[src/rtl/tlm_pkg.sv]
// Shared types and constants for the telemetry limit monitor table.
// No dependencies; every other file imports this package.
`timescale 1ns / 1ps

package tlm_pkg;

    localparam int DEFAULT_ENTRY_COUNT = 8;
    localparam int MAX_ENTRY_COUNT     = 12;
    localparam int BYTES_PER_ENTRY     = 5;
    localparam int QUEUE_DEPTH         = 2;

    localparam int FUNC_W   = 3;
    localparam int PID_W    = 8;
    localparam int WORD_W   = 32;
    localparam int ROOM_W   = 16;
    localparam int STATUS_W = 3;
    localparam int BYTE_W   = 8;
    localparam int COUNT_W  = 6;
    localparam int ID_W     = $clog2(MAX_ENTRY_COUNT);
    localparam int BSEL_W   = $clog2(BYTES_PER_ENTRY);

    // function selector codes
    localparam logic [FUNC_W-1:0] FUNC_UPDATE = 3'd0;
    localparam logic [FUNC_W-1:0] FUNC_READ   = 3'd1;
    localparam logic [FUNC_W-1:0] FUNC_LIMITS = 3'd2;
    localparam logic [FUNC_W-1:0] FUNC_CHECK  = 3'd3;
    localparam logic [FUNC_W-1:0] FUNC_SERIAL = 3'd4;

    // result status codes
    localparam logic [STATUS_W-1:0] ST_OK     = 3'd0;
    localparam logic [STATUS_W-1:0] ST_BAD_ID = 3'd1;
    localparam logic [STATUS_W-1:0] ST_STALE  = 3'd2;
    localparam logic [STATUS_W-1:0] ST_ALARM  = 3'd3;
    localparam logic [STATUS_W-1:0] ST_ROOM   = 3'd4;

    // byte positions within one serialized entry
    localparam logic [BSEL_W-1:0] BSEL_B3    = 3'd0;
    localparam logic [BSEL_W-1:0] BSEL_B2    = 3'd1;
    localparam logic [BSEL_W-1:0] BSEL_B1    = 3'd2;
    localparam logic [BSEL_W-1:0] BSEL_B0    = 3'd3;
    localparam logic [BSEL_W-1:0] BSEL_FRESH = 3'd4;

    typedef enum logic [2:0] {
        OP_UPDATE,
        OP_READ,
        OP_LIMITS,
        OP_CHECK,
        OP_SERIAL,
        OP_NOP,
        OP_BAD_ID,
        OP_ROOM
    } op_t;

    typedef struct packed {
        op_t               op;
        logic [ID_W-1:0]   id;
        logic [WORD_W-1:0] value;
        logic [WORD_W-1:0] stamp;
        logic [WORD_W-1:0] lo;
        logic [WORD_W-1:0] hi;
    } cmd_t;

    // queue push and full flag, driven by the front end
    typedef struct packed {
        logic push;
        logic full;
    } q_ctrl_t;

endpackage

[src/rtl/tlm_queue.sv]
// Short command queue between the front end and the table engine.
// Depends on tlm_pkg.
`timescale 1ns / 1ps

module tlm_queue import tlm_pkg::*; (
    input  logic clk,
    input  logic rst_n,
    input  logic push,
    input  cmd_t push_cmd,
    output logic full,
    input  logic pop,
    output logic avail,
    output cmd_t pop_cmd
);

    localparam int PTR_W = (QUEUE_DEPTH > 1) ? $clog2(QUEUE_DEPTH) : 1;
    localparam int CNT_W = $clog2(QUEUE_DEPTH + 1);

    cmd_t             slot_mem [QUEUE_DEPTH];
    logic [PTR_W-1:0] wr_ptr_reg, wr_ptr_next;
    logic [PTR_W-1:0] rd_ptr_reg, rd_ptr_next;
    logic [CNT_W-1:0] count_reg, count_next;

    assign full    = count_reg == CNT_W'(QUEUE_DEPTH);
    assign avail   = count_reg != '0;
    assign pop_cmd = slot_mem[rd_ptr_reg];

    always_comb
    begin
        wr_ptr_next = wr_ptr_reg;
        rd_ptr_next = rd_ptr_reg;
        if (push)
        begin
            wr_ptr_next = (wr_ptr_reg == PTR_W'(QUEUE_DEPTH - 1)) ? '0 : wr_ptr_reg + 1'b1;
        end
        if (pop)
        begin
            rd_ptr_next = (rd_ptr_reg == PTR_W'(QUEUE_DEPTH - 1)) ? '0 : rd_ptr_reg + 1'b1;
        end
        count_next = count_reg + CNT_W'(push) - CNT_W'(pop);
    end

    always_ff @(posedge clk or negedge rst_n)
    begin
        if (!rst_n)
        begin
            wr_ptr_reg <= '0;
            rd_ptr_reg <= '0;
            count_reg  <= '0;
        end
        else
        begin
            wr_ptr_reg <= wr_ptr_next;
            rd_ptr_reg <= rd_ptr_next;
            count_reg  <= count_next;
        end
    end

    always_ff @(posedge clk)
    begin
        if (push)
        begin
            slot_mem[wr_ptr_reg] <= push_cmd;
        end
    end

endmodule

[config.mk]
export PLATFORM = sky130hd
export DESIGN_NAME = tlm_queue
export DESIGN_NICKNAME = d
export VERILOG_FILES = /design/src/rtl/tlm_pkg.sv /design/src/rtl/tlm_queue.sv
export SDC_FILE = /design/constraint.sdc
export NUM_CORES = 1
export LEC_CHECK = 0
export BUFFER_PORTS_ARGS = -buffer_cell sky130_fd_sc_hd__buf_2
export CORE_ASPECT_RATIO = 0.75
export CORE_UTILIZATION = 35
export CTS_CLUSTER_DIAMETER = 100
export DETAILED_ROUTE_END_ITERATION = 6
export SKIP_CTS_REPAIR_TIMING = 1
export SYNTH_ARGS = -nofsm -noshare
export SYNTH_HDL_FRONTEND = slang
export SYNTH_SLANG_ARGS = --single-unit
[constraint.sdc]
create_clock -name clk -period 11.1 [get_ports clk]
set_input_delay 2.775 -clock clk [delete_from_list [all_inputs] [get_ports clk]]
set_output_delay 2.775 -clock clk [all_outputs]
set_load 0.01 [all_outputs]
* Word level (Yosys, flattened, before mapping)
Memory sizes are Yosys's and may differ from the RTL's. Cells that the tools add are included.
Operators by class: $add $sub $neg 4, multiplexer cells 4, reductions and logical operators 1, equal/unequal tests 1
Operators by type and width (number):
- $mux 1 | 4
- $add 1x1->1 const B | 2
- $add 2x1->2 | 1
- $eq 2x2->1 const B | 1
- $reduce_bool 2->1 | 1
- $sub 2x1->2 | 1
Storage, ports and cells: input port bits 139, memories 1, RAM bits 270, register bits after elaboration 4, output and inout bits 137, word-level logic and storage cells 14
Memories:
- slot_mem | words 2, width 135, rd ports 1, clocked after Yosys merged registers in 0, write ports 1, RTL line tlm_queue.sv:19 | cmd_t slot_mem [QUEUE_DEPTH];

* Logic depth before layout (Yosys ltp)
depth in word-level cells 2, mapped depth 5, depth with buffers taken out 5

* Worst setup path before layout
OpenSTA, ideal clock, no wires.
kind input port to flip-flop, from in push, to mem slot_mem[0][0] (netlist bit), enable pin, data arrival time 8622 ps, required time 10453 ps, library setup time 647 ps, path slack 1831 ps, stages on the path 1, cells stage by stage nor2b_1
On the way: word-level cells in the longest chain between the ends 2
RTL lines:
- start, declared | RTL line tlm_queue.sv:8 | input logic push,
- $mux 1 | RTL line tlm_queue.sv:61 | if (push)
- $mux 1 (implied by the code) | RTL line tlm_queue.sv:63 | slot_mem[wr_ptr_reg] <= push_cmd;
- end, declared | RTL line tlm_queue.sv:19
Every way passes these cells.

==> summary.md <==
The flow ran to the end, and the final reports show no timing, DRC or antenna violations. Across all setup checks in the final design, the least slack found is 5.70 ns. The average routed wire per standard cell is 16.8 um.

The tool flagged a number of max-cap violations equal to 0. Minimum clock period: 5.40 ns. Counting every net in the synthesized netlist gives 576. The area growth from synthesis to layout was 26.1%; the pin count of the biggest net entering global routing was 72. Clock-pin slew was measured on the worst setup and hold paths at 0.06 ns.

The average instance in the mapped netlist occupies 23.2 um2. In this run the most used layer during global routing was met2. Critical path arrival: 2.63 ns. The routing usage on met1 is 0.156, and the total design power is 3.21 mW.

Global routing finished with a remaining overflow of 0. The insertion delay to the later sink of the worst-skew pair is 0.54 ns. In this run the static leakage power is 4.85 nW.

For the pin with the worst max-slew slack, the measured transition is 1.01 ns. The global-route wire length before repair was 27,900 um; the count of filler cells inserted in the layout was 2,481. For the final routed database, the setup TNS stands at 0 ns. The tools report the root cell of the clock tree as sky130_fd_sc_hd__clkbuf_16. TritonCTS built the clock tree.

The fraction of final layout cells with drive strength greater than 1 is 0.601, and the worst slack at placement is 5.90 ns. The share of the clock period used by the worst path after layout is 0.487. In this run the standard cell core region covers 28,200 um2. Synthesis produced a netlist whose cell count is 435. The initial antenna violation count was 8; the via count of the first global-routing pass was 5,026.

The tools report the count of vias placed by the detailed router as 4,974. The final routed DRC violation total came out at 0. The utilization after layout was 0.451; the number of DRC violations after detailed-routing iteration 0 was 198.

Data on the critical path is required at its endpoint by 8.33 ns. The type of the worst min-delay path is reg2reg. The number of antenna-violating nets in the routed design was 0; the power per cell area was 252 nW/um2.

The count of buffers inserted at the top-level ports was 275; the number of unique standard cell types used by synthesis was 13. The number of pins exceeding their max-slew limit in the final report is 0, and the flip-flop and latch count after synthesis is 274. The HPWL after detailed placement is 12,300 um. The clock arrives with 0.0203 ns of skew.

The clock drives 274 sinks. The starting density of the core is 0.358. For this run, the number of Yosys warnings is 0. STA classifies the critical path startpoint as a flop. The floorplan die width came out at 198 um. The H-tree level count is 1, and the last weighted congestion value of the routability-driven placer is 0.693.

The number of flip-flops under the largest register name is 270. The global-route met3 utilization is 0.0649, and the maximum buffer depth of the clock tree is 3. The logs give 19,100 um for the aggregate routed wire length and 185 MHz for the maximum frequency from static timing analysis. The logs give 0 for the final hold violation count and 0.255 mV for the maximum vdd ir drop. For this run, the post-layout net count is 871. The global routing usage on met2 is 0.191. Setup violations remaining at the end of the flow were counted as 0. Of all nets on the critical path, the largest fanout is 57. Setup repair after global routing left no endpoint under its margin. During I/O placement, the number of pins put on the boundary was 276. For the headroom to the max-slew limit, the log shows 0.325.

The die covers 29,500 um2. By startpoint and endpoint, the worst setup path is classified as reg2out. For the overall track demand over capacity in global routing, the log shows 0.125. From bottom edge to top edge, the die measures 149 um.

The worst setup path is captured at an output port. For the cell area after technology mapping, the log shows 10,100 um2. For the share of synthesized area occupied by flip-flops and latches, the log shows 0.813.

In the routed layout, each cell is associated on average with a via count of 4.36. The number of clock buffers added by TritonCTS is 27. The first TritonRoute pass finished after 4 iterations. Cell row count: 53.
## synthesized netlist by cell type
cell type / n / area (um2)
sky130_fd_sc_hd__dfrtp_1: 4 / 100
sky130_fd_sc_hd__ha_1: 2 / 25.0
sky130_fd_sc_hd__or2_2: 1 / 6.26
sky130_fd_sc_hd__edfxtp_1: 270 / 8110
sky130_fd_sc_hd__buf_6: 6 / 67.6
sky130_fd_sc_hd__xor2_1: 2 / 17.5
sky130_fd_sc_hd__nor2b_1: 2 / 12.5
sky130_fd_sc_hd__xor3_1: 1 / 23.8
sky130_fd_sc_hd__inv_1: 2 / 7.51
sky130_fd_sc_hd__buf_2: 9 / 45.0
sky130_fd_sc_hd__mux2_4: 40 / 601
sky130_fd_sc_hd__mux2_2: 95 / 1070
sky130_fd_sc_hd__and2_1: 1 / 6.26
## area by class of cell
class	instances	area, um2	share of cell area
inverters	2	7.51	0.000590
clock buffers	36	709	0.0558
well taps	385	482	0.0379
diodes	5	12.5	0.000983
clock inverters	13	108	0.00846
flip-flops and latches	274	8210	0.645
repair buffers	281	1420	0.112
multi-input cells	144	1770	0.139
## cells in the final DEF (no fill, tap or decap), types with 2 or more instances in the layout
cell type	instances
sky130_fd_sc_hd__buf_2	275
sky130_fd_sc_hd__buf_4	6
sky130_fd_sc_hd__bufinv_16	2
sky130_fd_sc_hd__clkbuf_1	9
sky130_fd_sc_hd__clkbuf_16	27
sky130_fd_sc_hd__clkinv_1	9
sky130_fd_sc_hd__dfrtp_1	3
sky130_fd_sc_hd__diode_2	5
sky130_fd_sc_hd__edfxtp_1	270
sky130_fd_sc_hd__ha_1	2
sky130_fd_sc_hd__inv_1	2
sky130_fd_sc_hd__mux2_2	95
sky130_fd_sc_hd__mux2_4	40
sky130_fd_sc_hd__xor2_1	2
## where the power goes
group / internal [mW] / switching (mW) / leakage [nW]
Sequential: 1.38 / 0.0583 / 2.58
Clock: 0.492 / 0.355 / 0.394
Combinational: 0.440 / 0.486 / 1.88
## per-stage QoR
step | instances | area [um2] | hold slack (ns)
detailed placement | 1086 | 11900 | 0.547
floorplan | 435 | 10100 | 0.453
finish | 1140 | 12700 | 0.555
global placement | 1086 | 11900 | 0.554
CTS | 1135 | 12700 | 0.559
global route | 1136 | 12700 | 0.593
## worst paths after layout
path / start / endpoint / slack, ns / depth (start not counted)
max in group asynchronous: rst_n / rd_ptr_reg / 8.93 / 1
min: wr_ptr_reg / wr_ptr_reg / 0.55 / 1
max reg2reg: wr_ptr_reg / slot_mem[0][115] / 8.42 / 3
min in group asynchronous: rst_n / wr_ptr_reg / 2.03 / 1
min reg2reg: wr_ptr_reg / wr_ptr_reg / 0.55 / 1
max: rd_ptr_reg / pop_cmd[68] / 5.70 / 3
## cell families (layout without fill, tap and decap cells)
group         after synthesis  in the layout  synth area share
xor+xnor                    3              3           0.00409
fa+ha+maj                   2              2           0.00248
buf+inv                    17            332            0.0119
flops                     274            274             0.813
mux                       135            135             0.166
other cells                 0              5                 0
simple gates                4              4           0.00248
## worst max-delay path, cell delays in order (launching register included)
cell	delay (ns)
sky130_fd_sc_hd__dfrtp_4	0.64
sky130_fd_sc_hd__buf_4	0.74
sky130_fd_sc_hd__mux2_2	0.44
sky130_fd_sc_hd__buf_2	0.14
## layer usage
layer  vias to the layer above  wire length, um  share of wire
met1                      2437             8020           0.42
met5                         -               21         0.0011
li1                       2334                -              -
met4                         4              329          0.017
met3                        27             2100           0.11
met2                       172             8660           0.45
Note: power is estimated with default switching activity, not from simulation.
